<file path="src/rsmt_ram.sv">
module rsmt_ram #(
   parameter int WIDTH = 8,
   parameter int DEPTH = 256
) (
   input  logic                     clock,
   input  logic                     wr_en,
   input  logic [$clog2(DEPTH)-1:0] wr_addr,
   input  logic [WIDTH-1:0]         wr_data,
   input  logic [$clog2(DEPTH)-1:0] rd_addr,
   output logic [WIDTH-1:0]         rd_data
);

   logic [WIDTH-1:0] mem [DEPTH];
   logic [WIDTH-1:0] rd_data_ff;

   always_ff @(posedge clock) begin
      if (wr_en) begin
         mem[wr_addr] <= wr_data;
      end
      rd_data_ff <= mem[rd_addr];
   end

   assign rd_data = rd_data_ff;

endmodule

</file>
<file path="config.mk">
export PLATFORM = sky130hd
export DESIGN_NAME = rsmt_ram
export DESIGN_NICKNAME = d
export VERILOG_FILES = /design/src/rsmt_ram.sv
export SDC_FILE = /design/constraint.sdc
export NUM_CORES = 2
export LEC_CHECK = 0
export BUFFER_PORTS_ARGS = -buffer_cell sky130_fd_sc_hd__buf_4
export CAP_MARGIN = 0
export CORE_MARGIN = 2
export CORE_UTILIZATION = 35
export DETAILED_ROUTE_END_ITERATION = 6
export GPL_ROUTABILITY_DRIVEN = 0
export GPL_TIMING_DRIVEN = 0
export PLACE_DENSITY = 0.6
export SLEW_MARGIN = 0
export SYNTH_ARGS = -nofsm -noshare
export SYNTH_HDL_FRONTEND = slang
export SYNTH_SLANG_ARGS = --single-unit
export TNS_END_PERCENT = 30
</file>
<file path="constraint.sdc">
create_clock -name clock -period 2 [get_ports clock]
set_input_delay 0.1 -clock clock [delete_from_list [all_inputs] [get_ports clock]]
set_output_delay 0.1 -clock clock [all_outputs]
set_load 0.05 [all_outputs]
</file>
* Word level (Yosys, flattened, before mapping) *
Memories as Yosys holds them, arrays and structs flattened. A register that Yosys moved wholly into a read port is not among the register bits.
Index checks and enable logic that the tools add are counted.

word-level totals
  register bits = 0
  bits in latches = 0
  RAM bits = 2048
  memory bits (read-only) = 0
  input bits = 26
  output and inout bits = 8
  memories kept = 1

operators by class
  add/sub/neg operators = 0
  multipliers = 0
  div/mod/pow operators = 0
  $lt $le $gt $ge = 0
  equality and inequality tests = 0
  shift operators = 0
  multiplexer cells = 2
  bitwise gates (word level) = 0
  reduce and logical (&&, ||, !) cells = 0

memory list
  name  depth  width  read ports  clocked after memory_dff  write ports  RTL line  RTL
  mem   256    8      1           1                         1            13        logic [WIDTH-1:0] mem [DEPTH];

operators with widths
  cell     number
  $mux W1  2

* Longest topological paths before layout *
  depth after elaboration = 2
  mapped depth = 11
  mapped depth without buffers = 6

* Worst setup path after synthesis *
Ideal clock, no wire load.

  path kind = in2reg
  start = in rd_addr[0]
  end = reg rd_data_ff[2] (netlist: rd_data[2]), read port of mem
  library setup time = 131 ps
  arrival = 1907 ps
  required time = 1869 ps
  setup slack = -38 ps
  cell stages on the path = 9
  cell sequence = buf_6 buf_12 buf_8 buf_2 mux4_2 a22oi_1 a21oi_1 nor4_1 nor4_2

RTL lines
  item             RTL line  RTL
  start, declared  9         input logic [$clog2(DEPTH)-1:0] rd_addr,
  end, declared    14        logic [WIDTH-1:0] rd_data_ff;

==> results.ini <==
[run_status]
status=finished, violations left
violations=negative setup slack

[synth]
synth_compound_area_frac=0.0342
synthFlopType=edfxtp_1
synthMuxAreaShare=0.146
ys_warn_count=0
yosys.cell_types.count=55
synth_seq_area_share=0.775
yosys.area_share.simple=0.0263
netlist_instances=3733
ys_async_sr_fraction=0
synth_fa_ha_area_frac=0
synth.net_count=3759
synth_top_family_by_area=multiplexers
synth.avg_cell_area_um2=21.3
synth_edf_count=2048
netlist_area_mm2=0.0796
synth_xor_area_frac=0
synth-seq-cells=2056

[sta]
fmax_mhz=364
tightestPinTransition_ps=1360
hold_slack_ps=42.6
period_share=1.37
worst_slack_ps=-748
setup_viol=960
finClkSkew_ps=27.9
fin_crit_ps=2750
slew_viol_final=0
slew_headroom=0.0931
rsz0062_at_grt=yes
hold_violations=0

[floorplanning]
core_area_mm2=0.227
die_w_um=481
core.rowCount=175
start_util=0.351
die_y_um=481
ios=34
die-area_mm2=0.231

[critical_path]
worst-endpoint-arrival_ps=3450
crit_chain=buf_4, clkbuf_2, clkbuf_2, a21oi_2, a21oi_1, nor4_4, nor4_4
critical-path-top-delay-family=compound AO/OA/AOI/OAI gates
path_buf_inv=3
cp_slowest_stage_delay_ps=910
startpoint_type=input port
r2r_end=rd_data[7]
cp_slowest_cell=a21oi_2
r2r_slack_ps=-660
regToRegStartpoint=mem[101][7]
crit_path_max_fanout=10
critPathCaptureType=flip-flop
worstPathRequired_ps=2700
worstRegToRegCells=6
critPathKind=input port to flip-flop

[layout]
finish.instance_area_mm2=0.0925
final_common_cell=edfxtp_1
drive_gt1_frac=0.292
fillers=19800
syn2layout_area_growth_pct=16.3
final_cell_mix=2,048 x edfxtp_1, 455 x mux4_2, 207 x clkbuf_16, 134 x mux2i_1, 130 x nor2_1
finalNetCount=4044

[detailed_routing]
drt_wl_total_mm=247
num_vias=41500
viasPerCell=5.77
dr.pass1.iters=6
drc=0
ant_nets=0
wl_per_cell_um=34.3
drt_iter0_drc=6461

[min_path]
min_to=mem[203][7]
hold_start=wr_addr[0]
hp-class=input port to flip-flop
whs_path_depth=3

[grt]
use_met1=0.276
grt_pass1_wl_mm=336
antenna_found_initial=10
track_usage=0.211
grt-busiest-layer=met2
first_global_vias=41000
grt_remaining_overflow=0
grt_max_degree=161
gr-usage-met3=0.0560
grtUsageMet2=0.326

[clocking]
cts.sinks=2056
clkSlewWorstSetupHoldPaths_ps=60
clk_latency_ps=860
cts_tree=built
ctsLongestPathBuffers=3
htreeDepth=4
cts_buffers=203
cts-root-buf=clkbuf_16

[power]
powerDensity_mw_per_mm2=974
power_leakage_nw=28.0
peakVddDrop_mv=1.02

[flow_run]
cap_violations=0

[place]
hpwl_mm=162
port_buffers=26
placed_cell_area_mm2=0.0840

tightest hold or removal path: stages:
cell and delay [ps]:
clkbuf_1 230, nand3_1 240, nor2_2 140
sequential cells by signal (all words and copies together), names as in the netlist:
name,count
mem,2048
rd_data,8
Yosys cell counts (13+ instances only):
library cell,count,share of area
edfxtp_1,2048,0.77
mux4_2,454,0.13
nor2_1,282,0.013
mux2i_1,134,0.017
a22oi_1,133,0.013
clkbuf_1,111,0.0052
a21oi_1,96,0.0060
o221ai_1,46,0.0051
nand3_1,34,0.0021
nand2_1,33,0.0016
buf_2,31,0.0020
nor2b_1,31,0.0024
o22ai_1,28,0.0022
buf_4,27,0.0025
nor4_1,24,0.0019
buf_1,22,0.0010
nor3_1,22,0.0014
buf_6,21,0.0030
a211oi_1,16,0.0015
a221oi_1,13,0.0014
buf_8,13,0.0025
repair_timing:
action / 4_1_cts / 5_1_grt
endpoints found under the setup margin: 1333 / 980
endpoints found under the hold margin: 819 / 0
gates cloned: 0 / 0
hold buffers: 9 / 0
setup buffers: 34 / 0
resized for setup: 357 / 190
pin swaps: 40 / 16
area by class of cell:
cell class | count | area, um^2 | share of cell area
Sequential cell | 2056 | 61700 | 0.667
Tap cell | 3009 | 3760 | 0.0407
Antenna cell | 4 | 10.0 | 0.000108
Clock inverter | 117 | 952 | 0.0103
Inverter | 2 | 7.51 | 0.0000812
Timing Repair Buffer | 82 | 918 | 0.00993
Buffer | 231 | 1790 | 0.0193
Clock buffer | 254 | 5360 | 0.0579
Multi-Input combinational cell | 1442 | 18100 | 0.195
layer usage:
metal	routed length, um	vias to the layer above
met5	11	-
li1	-	16300
met4	13500	2
met3	26400	523
met2	114000	2450
met1	92800	22200
logic make-up (layout without fill, tap and decap cells):
group | count (synthesis) | in the layout
AO/OA/AOI/OAI | 385 | 385
buffers and inverters | 235 | 686
flip-flops | 2056 | 2056
multiplexers | 591 | 591
other | 0 | 4
AND/OR/NAND/NOR | 466 | 466
metrics by stage:
stage	std cells	utilization	total power, mW	setup TNS (ps)	worst slack (ps)
finish	7197	0.408	90.1	-68430	-748
global route	7196	0.408	92.1	-33200	-589
CTS	7193	0.405	90.2	-74720	-528
detailed placement	6781	0.371	53.7	-2249020	-3290
global placement	6768	0.369	53.6	-3756500	-3480
floorplan	3733	-	50.9	0	1.92
how the worst max path moves through the flow:
stage	to	slack, ps	depth (start not counted)	startpoint
2_1_floorplan	rd_data[6]	2	9	rd_addr[1]
3_3_place_gp	rd_data[1]	-3480	8	rd_addr[4]
3_5_place_dp	rd_data[7]	-3290	10	rd_addr[1]
4_1_cts	rd_data[7]	-530	5	mem[83][7]
5_1_grt	rd_data[7]	-590	7	rd_addr[3]
6_report	rd_data[7]	-750	7	rd_addr[3]
where the power goes:
| part | total (mW) | switching [mW] | internal, mW |
|---|---|---|---|
| registers | 47.5 | 0.0282 | 47.5 |
| clock network | 36.9 | 16.4 | 20.5 |
| logic | 5.68 | 3.94 | 1.74 |
| total | 90.1 | 20.4 | 69.7 |
No activity file was read; power rests on OpenSTA's default activity.
